--- src/hw/rtl/lpg_pkg.sv ---
package lpg_pkg;

	// Default coordinate width and queue depth.
	localparam int COORD_BITS_DEF  = 10;
	localparam int QUEUE_DEPTH_DEF = 2;

	// Pixel colors.
	localparam int          COLOR_BITS  = 4;
	localparam logic [3:0]  COLOR_FIRST = 4'd5;
	localparam logic [3:0]  COLOR_NEXT  = 4'd10;

	// Request kinds carried on the input tuser bit.
	typedef enum logic {
		CMD_START = 1'b0,
		CMD_STEP  = 1'b1
	} cmd_t;

	// Width of one prepared request in the queue between front and back:
	// cmd, start x, start y, error term, two increments, two directions,
	// the major-axis flag and the major length.
	function automatic int lpg_item_bits(input int coord_bits);
		return 6 * coord_bits + 13;
	endfunction

	// Stream payload widths, rounded up to whole bytes.
	function automatic int lpg_bytes_bits(input int bits);
		return ((bits + 7) / 8) * 8;
	endfunction

endpackage

--- src/hw/rtl/lpg_front.sv ---
module lpg_front #(
	parameter int COORD_BITS = lpg_pkg::COORD_BITS_DEF
) (
	input  logic                                      clk,
	input  logic                                      arst_n,
	input  logic                                      in_valid,
	output logic                                      in_ready,
	input  lpg_pkg::cmd_t                             in_cmd,
	input  logic [COORD_BITS-1:0]                     in_start_x,
	input  logic [COORD_BITS-1:0]                     in_start_y,
	input  logic [COORD_BITS-1:0]                     in_end_x,
	input  logic [COORD_BITS-1:0]                     in_end_y,
	output logic                                      push_valid,
	input  logic                                      push_ready,
	output logic [lpg_pkg::lpg_item_bits(COORD_BITS)-1:0] push_data
);
	import lpg_pkg::*;

	localparam int C = COORD_BITS;

	// Stage 1: signed deltas folded into magnitude and direction.
	logic          valid_s1;
	cmd_t          cmd_s1;
	logic [C-1:0]  sx_s1;
	logic [C-1:0]  sy_s1;
	logic [C-1:0]  absx_s1;
	logic [C-1:0]  absy_s1;
	logic [1:0]    dirx_s1;
	logic [1:0]    diry_s1;

	logic [C:0]    ddx;
	logic [C:0]    ddy;
	logic [C:0]    negx;
	logic [C:0]    negy;
	logic          load_s1;

	assign ddx     = {1'b0, in_end_x} - {1'b0, in_start_x};
	assign ddy     = {1'b0, in_end_y} - {1'b0, in_start_y};
	assign negx    = (C+1)'(0) - ddx;
	assign negy    = (C+1)'(0) - ddy;
	assign in_ready = !valid_s1 || push_ready;
	assign load_s1  = in_valid && in_ready;

	always_ff @(posedge clk or negedge arst_n) begin
		if (!arst_n) begin
			valid_s1 <= 1'b0;
		end else if (in_ready) begin
			valid_s1 <= in_valid;
		end
	end

	always_ff @(posedge clk) begin
		if (load_s1) begin
			cmd_s1  <= in_cmd;
			sx_s1   <= in_start_x;
			sy_s1   <= in_start_y;
			absx_s1 <= ddx[C] ? negx[C-1:0] : ddx[C-1:0];
			absy_s1 <= ddy[C] ? negy[C-1:0] : ddy[C-1:0];
			dirx_s1 <= ddx[C] ? 2'b11 : ((ddx != '0) ? 2'b01 : 2'b00);
			diry_s1 <= ddy[C] ? 2'b11 : ((ddy != '0) ? 2'b01 : 2'b00);
		end
	end

	// Second half: pick the major axis and set up the error terms.
	logic          y_major;
	logic [C-1:0]  major;
	logic [C-1:0]  minor;
	logic [C+2:0]  err_init;
	logic [C+1:0]  inc_minor;
	logic [C:0]    diff;
	logic [C+1:0]  inc_diag;

	always_comb begin
		y_major   = absy_s1 > absx_s1;
		major     = y_major ? absy_s1 : absx_s1;
		minor     = y_major ? absx_s1 : absy_s1;
		err_init  = {2'b00, minor, 1'b0} - {3'b000, major};
		inc_minor = {1'b0, minor, 1'b0};
		diff      = {1'b0, minor} - {1'b0, major};
		inc_diag  = {diff, 1'b0};
	end

	assign push_valid = valid_s1;
	assign push_data  = {cmd_s1, sx_s1, sy_s1, err_init, inc_minor, inc_diag,
		dirx_s1, diry_s1, y_major, major};

endmodule

--- src/hw/rtl/lpg_queue.sv ---
module lpg_queue #(
	parameter int WIDTH = lpg_pkg::lpg_item_bits(lpg_pkg::COORD_BITS_DEF),
	parameter int DEPTH = lpg_pkg::QUEUE_DEPTH_DEF
) (
	input  logic             clk,
	input  logic             arst_n,
	input  logic             push_valid,
	output logic             push_ready,
	input  logic [WIDTH-1:0] push_data,
	output logic             pop_valid,
	input  logic             pop_ready,
	output logic [WIDTH-1:0] pop_data
);
	import lpg_pkg::*;

	localparam int PTR_BITS = $clog2(DEPTH);
	localparam int CNT_BITS = $clog2(DEPTH + 1);
	localparam logic [PTR_BITS-1:0] LAST_PTR = PTR_BITS'(DEPTH - 1);
	localparam logic [CNT_BITS-1:0] FULL_CNT = CNT_BITS'(DEPTH);

	logic [WIDTH-1:0]    entry_q [DEPTH];
	logic [PTR_BITS-1:0] wr_ptr_q;
	logic [PTR_BITS-1:0] rd_ptr_q;
	logic [CNT_BITS-1:0] count_q;
	logic                do_push;
	logic                do_pop;

	assign push_ready = count_q != FULL_CNT;
	assign pop_valid  = count_q != '0;
	assign pop_data   = entry_q[rd_ptr_q];
	assign do_push    = push_valid && push_ready;
	assign do_pop     = pop_valid && pop_ready;

	always_ff @(posedge clk or negedge arst_n) begin
		if (!arst_n) begin
			wr_ptr_q <= '0;
			rd_ptr_q <= '0;
			count_q  <= '0;
		end else begin
			if (do_push) begin
				wr_ptr_q <= (wr_ptr_q == LAST_PTR) ? '0 : wr_ptr_q + 1'b1;
			end
			if (do_pop) begin
				rd_ptr_q <= (rd_ptr_q == LAST_PTR) ? '0 : rd_ptr_q + 1'b1;
			end
			if (do_push && !do_pop) begin
				count_q <= count_q + 1'b1;
			end else if (do_pop && !do_push) begin
				count_q <= count_q - 1'b1;
			end
		end
	end

	always_ff @(posedge clk) begin
		if (do_push) begin
			entry_q[wr_ptr_q] <= push_data;
		end
	end

endmodule

--- src/hw/rtl/lpg_back.sv ---
module lpg_back #(
	parameter int COORD_BITS = lpg_pkg::COORD_BITS_DEF
) (
	input  logic                                      clk,
	input  logic                                      arst_n,
	input  logic                                      pop_valid,
	output logic                                      pop_ready,
	input  logic [lpg_pkg::lpg_item_bits(COORD_BITS)-1:0] pop_data,
	output logic                                      out_valid,
	input  logic                                      out_ready,
	output logic [COORD_BITS-1:0]                     out_x,
	output logic [COORD_BITS-1:0]                     out_y,
	output logic [lpg_pkg::COLOR_BITS-1:0]            out_color,
	output logic                                      out_last
);
	import lpg_pkg::*;

	localparam int C = COORD_BITS;

	// Unpacked request.
	logic          r_cmd;
	logic [C-1:0]  r_sx;
	logic [C-1:0]  r_sy;
	logic [C+2:0]  r_err;
	logic [C+1:0]  r_inc_minor;
	logic [C+1:0]  r_inc_diag;
	logic [1:0]    r_dirx;
	logic [1:0]    r_diry;
	logic          r_y_major;
	logic [C-1:0]  r_major;

	assign {r_cmd, r_sx, r_sy, r_err, r_inc_minor, r_inc_diag,
		r_dirx, r_diry, r_y_major, r_major} = pop_data;

	// Line state.
	logic [C-1:0]  cur_x_q;
	logic [C-1:0]  cur_y_q;
	logic [C+2:0]  err_q;
	logic [C+1:0]  inc_minor_q;
	logic [C+1:0]  inc_diag_q;
	logic [1:0]    dir_x_q;
	logic [1:0]    dir_y_q;
	logic          y_major_q;
	logic [C-1:0]  steps_q;
	logic          active_q;

	// Output register.
	logic          out_valid_q;
	logic [C-1:0]  out_x_q;
	logic [C-1:0]  out_y_q;
	logic [COLOR_BITS-1:0] out_color_q;
	logic          out_last_q;

	logic          take;
	logic          is_start;
	logic          do_step;
	logic          err_neg;
	logic          move_x;
	logic          move_y;
	logic [C-1:0]  next_x;
	logic [C-1:0]  next_y;
	logic [C+2:0]  next_err;
	logic [C-1:0]  next_steps;

	assign pop_ready = !out_valid_q || out_ready;
	assign take      = pop_valid && pop_ready;
	assign is_start  = r_cmd == CMD_START;
	assign do_step   = take && !is_start && active_q;

	always_comb begin
		err_neg    = err_q[C+2];
		move_x     = !err_neg || !y_major_q;
		move_y     = !err_neg || y_major_q;
		next_x     = move_x ? cur_x_q + {{(C-2){dir_x_q[1]}}, dir_x_q} : cur_x_q;
		next_y     = move_y ? cur_y_q + {{(C-2){dir_y_q[1]}}, dir_y_q} : cur_y_q;
		next_err   = err_q + (err_neg ? {inc_minor_q[C+1], inc_minor_q}
			: {inc_diag_q[C+1], inc_diag_q});
		next_steps = steps_q - 1'b1;
	end

	always_ff @(posedge clk or negedge arst_n) begin
		if (!arst_n) begin
			out_valid_q <= 1'b0;
			active_q    <= 1'b0;
			cur_x_q     <= '0;
			cur_y_q     <= '0;
			err_q       <= '0;
			inc_minor_q <= '0;
			inc_diag_q  <= '0;
			dir_x_q     <= '0;
			dir_y_q     <= '0;
			y_major_q   <= 1'b0;
			steps_q     <= '0;
		end else begin
			if (take) begin
				out_valid_q <= is_start || active_q;
			end else if (out_ready) begin
				out_valid_q <= 1'b0;
			end
			if (take && is_start) begin
				cur_x_q     <= r_sx;
				cur_y_q     <= r_sy;
				err_q       <= r_err;
				inc_minor_q <= r_inc_minor;
				inc_diag_q  <= r_inc_diag;
				dir_x_q     <= r_dirx;
				dir_y_q     <= r_diry;
				y_major_q   <= r_y_major;
				steps_q     <= r_major;
				active_q    <= r_major != '0;
			end else if (do_step) begin
				cur_x_q  <= next_x;
				cur_y_q  <= next_y;
				err_q    <= next_err;
				steps_q  <= next_steps;
				active_q <= next_steps != '0;
			end
		end
	end

	always_ff @(posedge clk) begin
		if (take && is_start) begin
			out_x_q     <= r_sx;
			out_y_q     <= r_sy;
			out_color_q <= COLOR_FIRST;
			out_last_q  <= r_major == '0;
		end else if (do_step) begin
			out_x_q     <= next_x;
			out_y_q     <= next_y;
			out_color_q <= COLOR_NEXT;
			out_last_q  <= next_steps == '0;
		end
	end

	assign out_valid = out_valid_q;
	assign out_x     = out_x_q;
	assign out_y     = out_y_q;
	assign out_color = out_color_q;
	assign out_last  = out_last_q;

endmodule

--- src/hw/rtl/line_pixel_generator.sv ---
// Bresenham line rasterizer for all eight octants. A start request (tuser 0)
// latches both endpoints, derives the step direction on each axis, makes y the
// major axis when |dy| > |dx|, and returns the start pixel in color 5. Each step
// request (tuser 1) then returns the next pixel in color 10, moving along the
// major axis every time and along the minor axis when the error term is not
// negative; tlast marks the endpoint, so a line of major length L gives L+1
// pixels. A step request while no line is in progress is consumed without a
// result, and a start request drops any line still in progress. The block
// takes one request per clock cycle, sustained, and returns one pixel per
// cycle while the output side keeps tready high. A request passes one front
// register (delta, magnitude and direction), has its major axis chosen and its
// error terms set up on the way into a short queue, and then reaches the back
// stage, whose error update and coordinate increment is the loop that sets
// that rate; a request passes the front register and then a queue entry
// before its pixel reaches the output register. The queue lets the front
// keep taking requests for a while when the output side is stalled, and the
// back stage takes its next request in the same cycle that the waiting pixel
// is accepted.
module line_pixel_generator #(
	parameter int COORD_BITS  = lpg_pkg::COORD_BITS_DEF,
	parameter int QUEUE_DEPTH = lpg_pkg::QUEUE_DEPTH_DEF
) (
	input  logic clk,
	input  logic arst_n,
	// Request stream.
	input  logic s_tvalid,
	output logic s_tready,
	// From bit 0 up: start_x, start_y, end_x, end_y.
	input  logic [lpg_pkg::lpg_bytes_bits(4*COORD_BITS)-1:0] s_tdata,
	// Bit 0: cmd (0 start a line, 1 step to the next pixel).
	input  logic [0:0] s_tuser,
	// Pixel stream.
	output logic m_tvalid,
	input  logic m_tready,
	// From bit 0 up: pixel_x, pixel_y, pixel_color, then zero padding.
	output logic [lpg_pkg::lpg_bytes_bits(2*COORD_BITS+lpg_pkg::COLOR_BITS)-1:0] m_tdata,
	output logic m_tlast
);
	import lpg_pkg::*;

	localparam int C        = COORD_BITS;
	localparam int ITEM_W   = lpg_item_bits(COORD_BITS);
	localparam int M_DATA_W = lpg_bytes_bits(2*COORD_BITS + COLOR_BITS);

	logic              push_valid;
	logic              push_ready;
	logic [ITEM_W-1:0] push_data;
	logic              pop_valid;
	logic              pop_ready;
	logic [ITEM_W-1:0] pop_data;

	logic [C-1:0]          pix_x;
	logic [C-1:0]          pix_y;
	logic [COLOR_BITS-1:0] pix_color;

	lpg_front #(
		.COORD_BITS(COORD_BITS)
	) u_front (
		.clk       (clk),
		.arst_n    (arst_n),
		.in_valid  (s_tvalid),
		.in_ready  (s_tready),
		.in_cmd    (cmd_t'(s_tuser[0])),
		.in_start_x(s_tdata[C-1:0]),
		.in_start_y(s_tdata[2*C-1:C]),
		.in_end_x  (s_tdata[3*C-1:2*C]),
		.in_end_y  (s_tdata[4*C-1:3*C]),
		.push_valid(push_valid),
		.push_ready(push_ready),
		.push_data (push_data)
	);

	lpg_queue #(
		.WIDTH(ITEM_W),
		.DEPTH(QUEUE_DEPTH)
	) u_queue (
		.clk       (clk),
		.arst_n    (arst_n),
		.push_valid(push_valid),
		.push_ready(push_ready),
		.push_data (push_data),
		.pop_valid (pop_valid),
		.pop_ready (pop_ready),
		.pop_data  (pop_data)
	);

	lpg_back #(
		.COORD_BITS(COORD_BITS)
	) u_back (
		.clk      (clk),
		.arst_n   (arst_n),
		.pop_valid(pop_valid),
		.pop_ready(pop_ready),
		.pop_data (pop_data),
		.out_valid(m_tvalid),
		.out_ready(m_tready),
		.out_x    (pix_x),
		.out_y    (pix_y),
		.out_color(pix_color),
		.out_last (m_tlast)
	);

	assign m_tdata = M_DATA_W'({pix_color, pix_y, pix_x});

endmodule

--- config.mk ---
export PLATFORM = sky130hd
export DESIGN_NAME = line_pixel_generator
export DESIGN_NICKNAME = d
export VERILOG_FILES = /design/src/hw/rtl/lpg_pkg.sv /design/src/hw/rtl/lpg_front.sv /design/src/hw/rtl/lpg_queue.sv /design/src/hw/rtl/lpg_back.sv /design/src/hw/rtl/line_pixel_generator.sv
export SDC_FILE = /design/constraint.sdc
export NUM_CORES = 1
export LEC_CHECK = 0
export ABC_AREA = 1
export BUFFER_PORTS_ARGS = -buffer_cell sky130_fd_sc_hd__buf_2
export CAP_MARGIN = 10
export CORE_MARGIN = 3
export CORE_UTILIZATION = 67
export CTS_CLUSTER_SIZE = 20
export DETAILED_ROUTE_END_ITERATION = 10
export HOLD_SLACK_MARGIN = 0.08
export PLACE_DENSITY = 0.94
export SLEW_MARGIN = 20
export SYNTH_ARGS = -nofsm -noshare
export SYNTH_HDL_FRONTEND = slang
export SYNTH_SLANG_ARGS = --single-unit
--- constraint.sdc ---
create_clock -name clk -period 5.98 [get_ports clk]
set_input_delay 1.196 -clock clk [delete_from_list [all_inputs] [get_ports clk]]
set_output_delay 1.196 -clock clk [all_outputs]
set_load 0.02 [all_outputs]
# == After elaboration in Yosys (flattened, before gate mapping) ==
# Memory sizes are Yosys's and may differ from the RTL's.
# Cells that the tools add are included.
# totals
regBits,149
latch_bits,0
ramBits,140
mem_bits_ro,0
inputBits,45
wordCells,102
mem_count,1
# mem_list
name,words,word_bits,rd,rd_clocked_by_memory_dff,wr,line_no,source
u_queue.entry_q,2,70,1,0,1,lpg_queue.sv:21,logic [WIDTH-1:0] entry_q [DEPTH];
# op_classes
addsub,14
mul,0
n_div,0
magnitude_cmp,1
eq_ne,1
shift,0
muxes,29
bitwise_logic,1
n_reduce_logical,29
# ops
op,n
$mux 10,12
$mux 13,3
$sub 10x10->11,3
$reduce_bool 11->1,2
$add 10x10->10,2
$logic_not 10->1,2
$reduce_bool 10->1,2
$sub 1x10->10 const A,2
$add 13x13->13,1
$mux 1,12
$sub 11x10->12,1
$gt 10x10->1,1
$sub 10x1->10 const B,1
$logic_and 1x1->1,8
$reduce_bool 2->1,4
$logic_not 1->1,6
$logic_or 1x1->1,5
$mux 2,2
$add 1x1->1 const B,2
$add 2x1->2 const B,1
$ne 2x2->1 const B,1
$sub 2x1->2 const B,1
$not 1->1,1

# == Longest topological paths before layout ==
# logic_depth
depth_word,7
depth_mapped,22

# == By module ==
# Synthesis repeated with hierarchy kept, for this count alone.
# hier_totals
hier_cells,1717
hier_area_um2,15707.6
# modules_own_cells
mod,n_inst,cells_per_inst,area_each_um2,seq_area_each_um2
lpg_back,1,802,5985.7,2522.4
lpg_queue,1,410,5527.8,4484.3
lpg_front,1,505,4194.0,1376.3

# == Worst setup path before layout ==
# Ideal clock, no wire load.
# synth_path
kind,reg-to-reg
start,register u_queue.count_q[1]
end,memory u_queue.entry_q[1][10] (netlist bit) (enable)
arrival_time_ns,3.451
path_slack_ns,2.033
stages_incl_launch_ff,4
path_buffers,0
cell_sequence,dfrtp_1 > inv_1 > o21ai_0 > nor2_1
# synth_via
elab_chain_len,4
# synth_lines
element,line_no,source
start: declaration,lpg_queue.sv:24,logic [CNT_BITS-1:0] count_q;
start signal: assignment,lpg_queue.sv:47,count_q <= count_q + 1'b1;
start signal: assignment,lpg_queue.sv:49,count_q <= count_q - 1'b1;
$ne 2x2->1,lpg_queue.sv:28,assign push_ready = count_q != FULL_CNT;
$logic_and 1x1->1,lpg_queue.sv:31,assign do_push = push_valid && push_ready;
$mux 1,lpg_queue.sv:55,if (do_push) begin
$mux 1 (implied by the code),lpg_queue.sv:56,entry_q[wr_ptr_q] <= push_data;
end: declaration,lpg_queue.sv:21,
# No other way between the ends.

# == Worst setup path in the final report ==
# layout_path
start,register u_front.absy_s1[9]
end,memory u_queue.entry_q[1][25] (netlist bit) (data pin)
# layout_via
elab_chain_len,3
elab_cells_between_ends,4
classes_between,add/sub (1); order compare (1); mux (2)
# layout_lines
element,line_no,source
start: declaration,lpg_front.sv:27,logic [C-1:0] absy_s1;
start signal: assignment,lpg_front.sv:58,absy_s1 <= ddy[C] ? negy[C-1:0] : ddy[C-1:0];
$gt 10x10->1,lpg_front.sv:74,y_major = absy_s1 > absx_s1;
$mux 10,lpg_front.sv:75,major = y_major ? absy_s1 : absx_s1;
net push_data[0],line_pixel_generator.sv:47,logic [ITEM_W-1:0] push_data;
$sub 10x10->11,lpg_front.sv:79,"diff = {1'b0, minor} - {1'b0, major};"
net push_data[26],line_pixel_generator.sv:47,
# The timed path passes the listed nets, and every way through them passes these cells.

==> flow_summary.ini <==
[status]
outcome = completed

[setup_path]
slowest_delay_ns = 0.51
crit_type = reg -> reg
reg2reg_from = u_front.absy_s1[9]$_DFFE_PP_
startpoint_type = flip-flop
crit_required_ns = 6.27
worstPathMaxFanout = 40
critPathBufInv = 1
cp.arrival_ns = 4.28
crit_start = u_front.absy_s1[9]$_DFFE_PP_
endpoint_kind = flip-flop
cpMaxStageDelayCell = nand2_4
cp_cell_sequence = ha_1 -> nand2_1 -> inv_1 -> a21oi_1 -> nand3_2 -> nand2_4 -> nand2_1 -> o21ai_2 -> nand3_1 -> ha_1 -> a21oi_2 -> o21bai_2 -> nand2_1 -> nand2_1 -> a21oi_1
cp_common_cell = nand2_1
cp_top_family = simple AND/OR/NAND/NOR gates

[clocking]
holdBufCountCts = 0
clock_path_buffers = 3
clock_latency_ns = 0.58
clockRootBuffer = clkbuf_16
cts.sinks = 279
clk_transition_reported_paths_ns = 0.07
cts_buffers = 28
cts.htree.levels = 1
cts_resized = 0
cts_tree = done
post_cts_buffers = 0

[sta]
max_slew_margin_pct = 25.8
hold_viol_final = 0
period_needed_ns = 3.99
skew_ns = 0.0284
fmax_ghz = 0.251
finalCritPeriodShare_pct = 66.8
tightestPinTransition_ns = 1.11
tns_ns = 0
drv_slew = 0
rsz0062_at_grt = no
setup_viol = 0
setup_ws_ns = 1.99

[floorplanning]
die_h_um = 154
dieWidth_um = 154
io_pins = 72
start_util_pct = 69.0
rows = 53
dieArea_um2 = 23700
core-area_um2 = 21200

[detailed_routing]
drtIter0Drc = 1774
routed_wl_mm = 39.7
wire_per_inst_um = 21.0
route.vias.total = 12200
via_per_inst = 6.47
drcViolationCount = 0
firstDrtPassIters = 6
antenna_left = 0

[synth]
netlist-cell-type-count = 53
syn_area_per_cell_um2 = 9.54
synthesis.nets = 1656
yosysTopAreaCell = edfxtp_1
yosys_warnings = 0
async_flop_share_pct = 26.9
synth.area.top_cells = edfxtp_1, dfrtp_1, nand2_1
syn_inst = 1535
synth_seq_cells = 279
seq_area_frac_synth_pct = 54.5
synth-edff-count = 202
yosysTopAreaCellShare_pct = 41.4
ys.flop_type = edfxtp_1
syn_area_um2 = 14600

[placed_design]
placed_cell_area_um2 = 15200
dpl_worst_slack_ns = 1.91
dp_cells = 1840
hpwlAfterDp_mm = 25.1
portBuffers = 71
place.gp.congestion = 1.05

[global_routing]
grt_pass1_vias = 11800
track_usage_pct = 33.2
grt_max_degree = 76
antenna_found_initial = 0
grt.overflow.total = 0
grt_pass1_wl_mm = 62.9

[hold_path]
hold_path_startpoint = u_front.sy_s1[8]$_DFFE_PP_
min-delay-path-class = reg -> reg

[layout]
register_area_um2 = 7980
layout-drive-gt1-share_pct = 10.9
final_nets = 1716
area_growth_pct = 11.1
final_area_um2 = 16300
multi_input_area_um2 = 5840
fin_cells = 1892
antenna_cells = 0
fillCellCount = 1154
final_common_cell = nand2_1
final_cell_mix = nand2_1, edfxtp_1, inv_1, nor2_1, o21ai_0

[run]
drv_cap = 0
synthesized netlist by cell type, types with 19 or more instances:
master	number
a21oi_1	56
a31oi_1	43
clkbuf_1	26
dfrtp_1	75
edfxtp_1	202
ha_1	70
inv_1	161
nand2_1	429
nand2_2	19
nand3_1	63
nor2_1	96
o21ai_0	79
xor2_1	56
registers in the layout (all words and copies together) (netlist names), 2 cells and up:
name	flops
u_back.inc_diag_q	11
u_front.absx_s1	10
u_back.cur_x_q	10
u_queue.count_q	2
u_back.dir_y_q	2
u_back.steps_q	10
u_back.cur_y_q	10
u_front.sy_s1	10
u_back.inc_minor_q	10
u_front.dirx_s1	2
u_back.dir_x_q	2
u_front.sx_s1	10
u_back.out_color	2
u_back.out_y	10
u_back.out_x	10
u_back.err_q	12
u_queue.entry_q	136
u_front.diry_s1	2
u_front.absy_s1	10
worst paths after layout:
check	end	slack (ns)	depth (start not counted)
setup / recovery	u_queue.entry_q[1][25]$_DFFE_PP_	1.99	15
hold reg to reg	u_queue.entry_q[1][57]$_DFFE_PP_	0.45	0
hold / removal	u_queue.entry_q[1][57]$_DFFE_PP_	0.45	0
min in group asynchronous	u_back.out_valid$_DFFE_PN0P_	0.81	1
max in group asynchronous	u_queue.rd_ptr_q$_DFFE_PN0P_	4.50	1
setup reg to reg	u_queue.entry_q[1][25]$_DFFE_PP_	1.99	15
cell type report:
type | count | area share (%)
clock buffers | 37 | 4.76
repair buffers | 79 | 2.57
inverters | 165 | 3.81
clock inverters | 15 | 1.77
flip-flops and latches | 279 | 49.1
well taps | 275 | 2.12
multi-input cells | 1042 | 35.9
cell families (layout without fill, tap and decap cells):
kind of cell	after synthesis	after routing	share of synthesized area (%)
compound gates	241	241	9.69
xor+xnor	68	68	4.07
fa+ha+maj	76	76	6.80
buf+inv	214	296	5.81
flops	279	279	54.5
mux	11	11	0.752
simple gates	646	646	18.4
through the flow:
stage | utilization [%] | hold WS (ns)
after floorplan | - | 0.421
after global placement | 71.7 | 0.422
after detailed placement | 71.7 | 0.434
after CTS | 76.7 | 0.450
after global routing | 76.7 | 0.463
final | 76.7 | 0.451
per-layer routing:
| metal | part of all wire, % | wire [um] | global-route usage (%) |
|---|---|---|---|
| met1 | 35 | 13900 | 43.0 |
| met2 | 48 | 18900 | 54.5 |
| met3 | 12 | 4950 | 7.66 |
| met4 | 5.0 | 1990 | 14.3 |
| met5 | 0 | 0 | 0 |
Power is not shown: default switching activity piles up to over one toggle a cycle in this logic, so the estimate is an artifact.
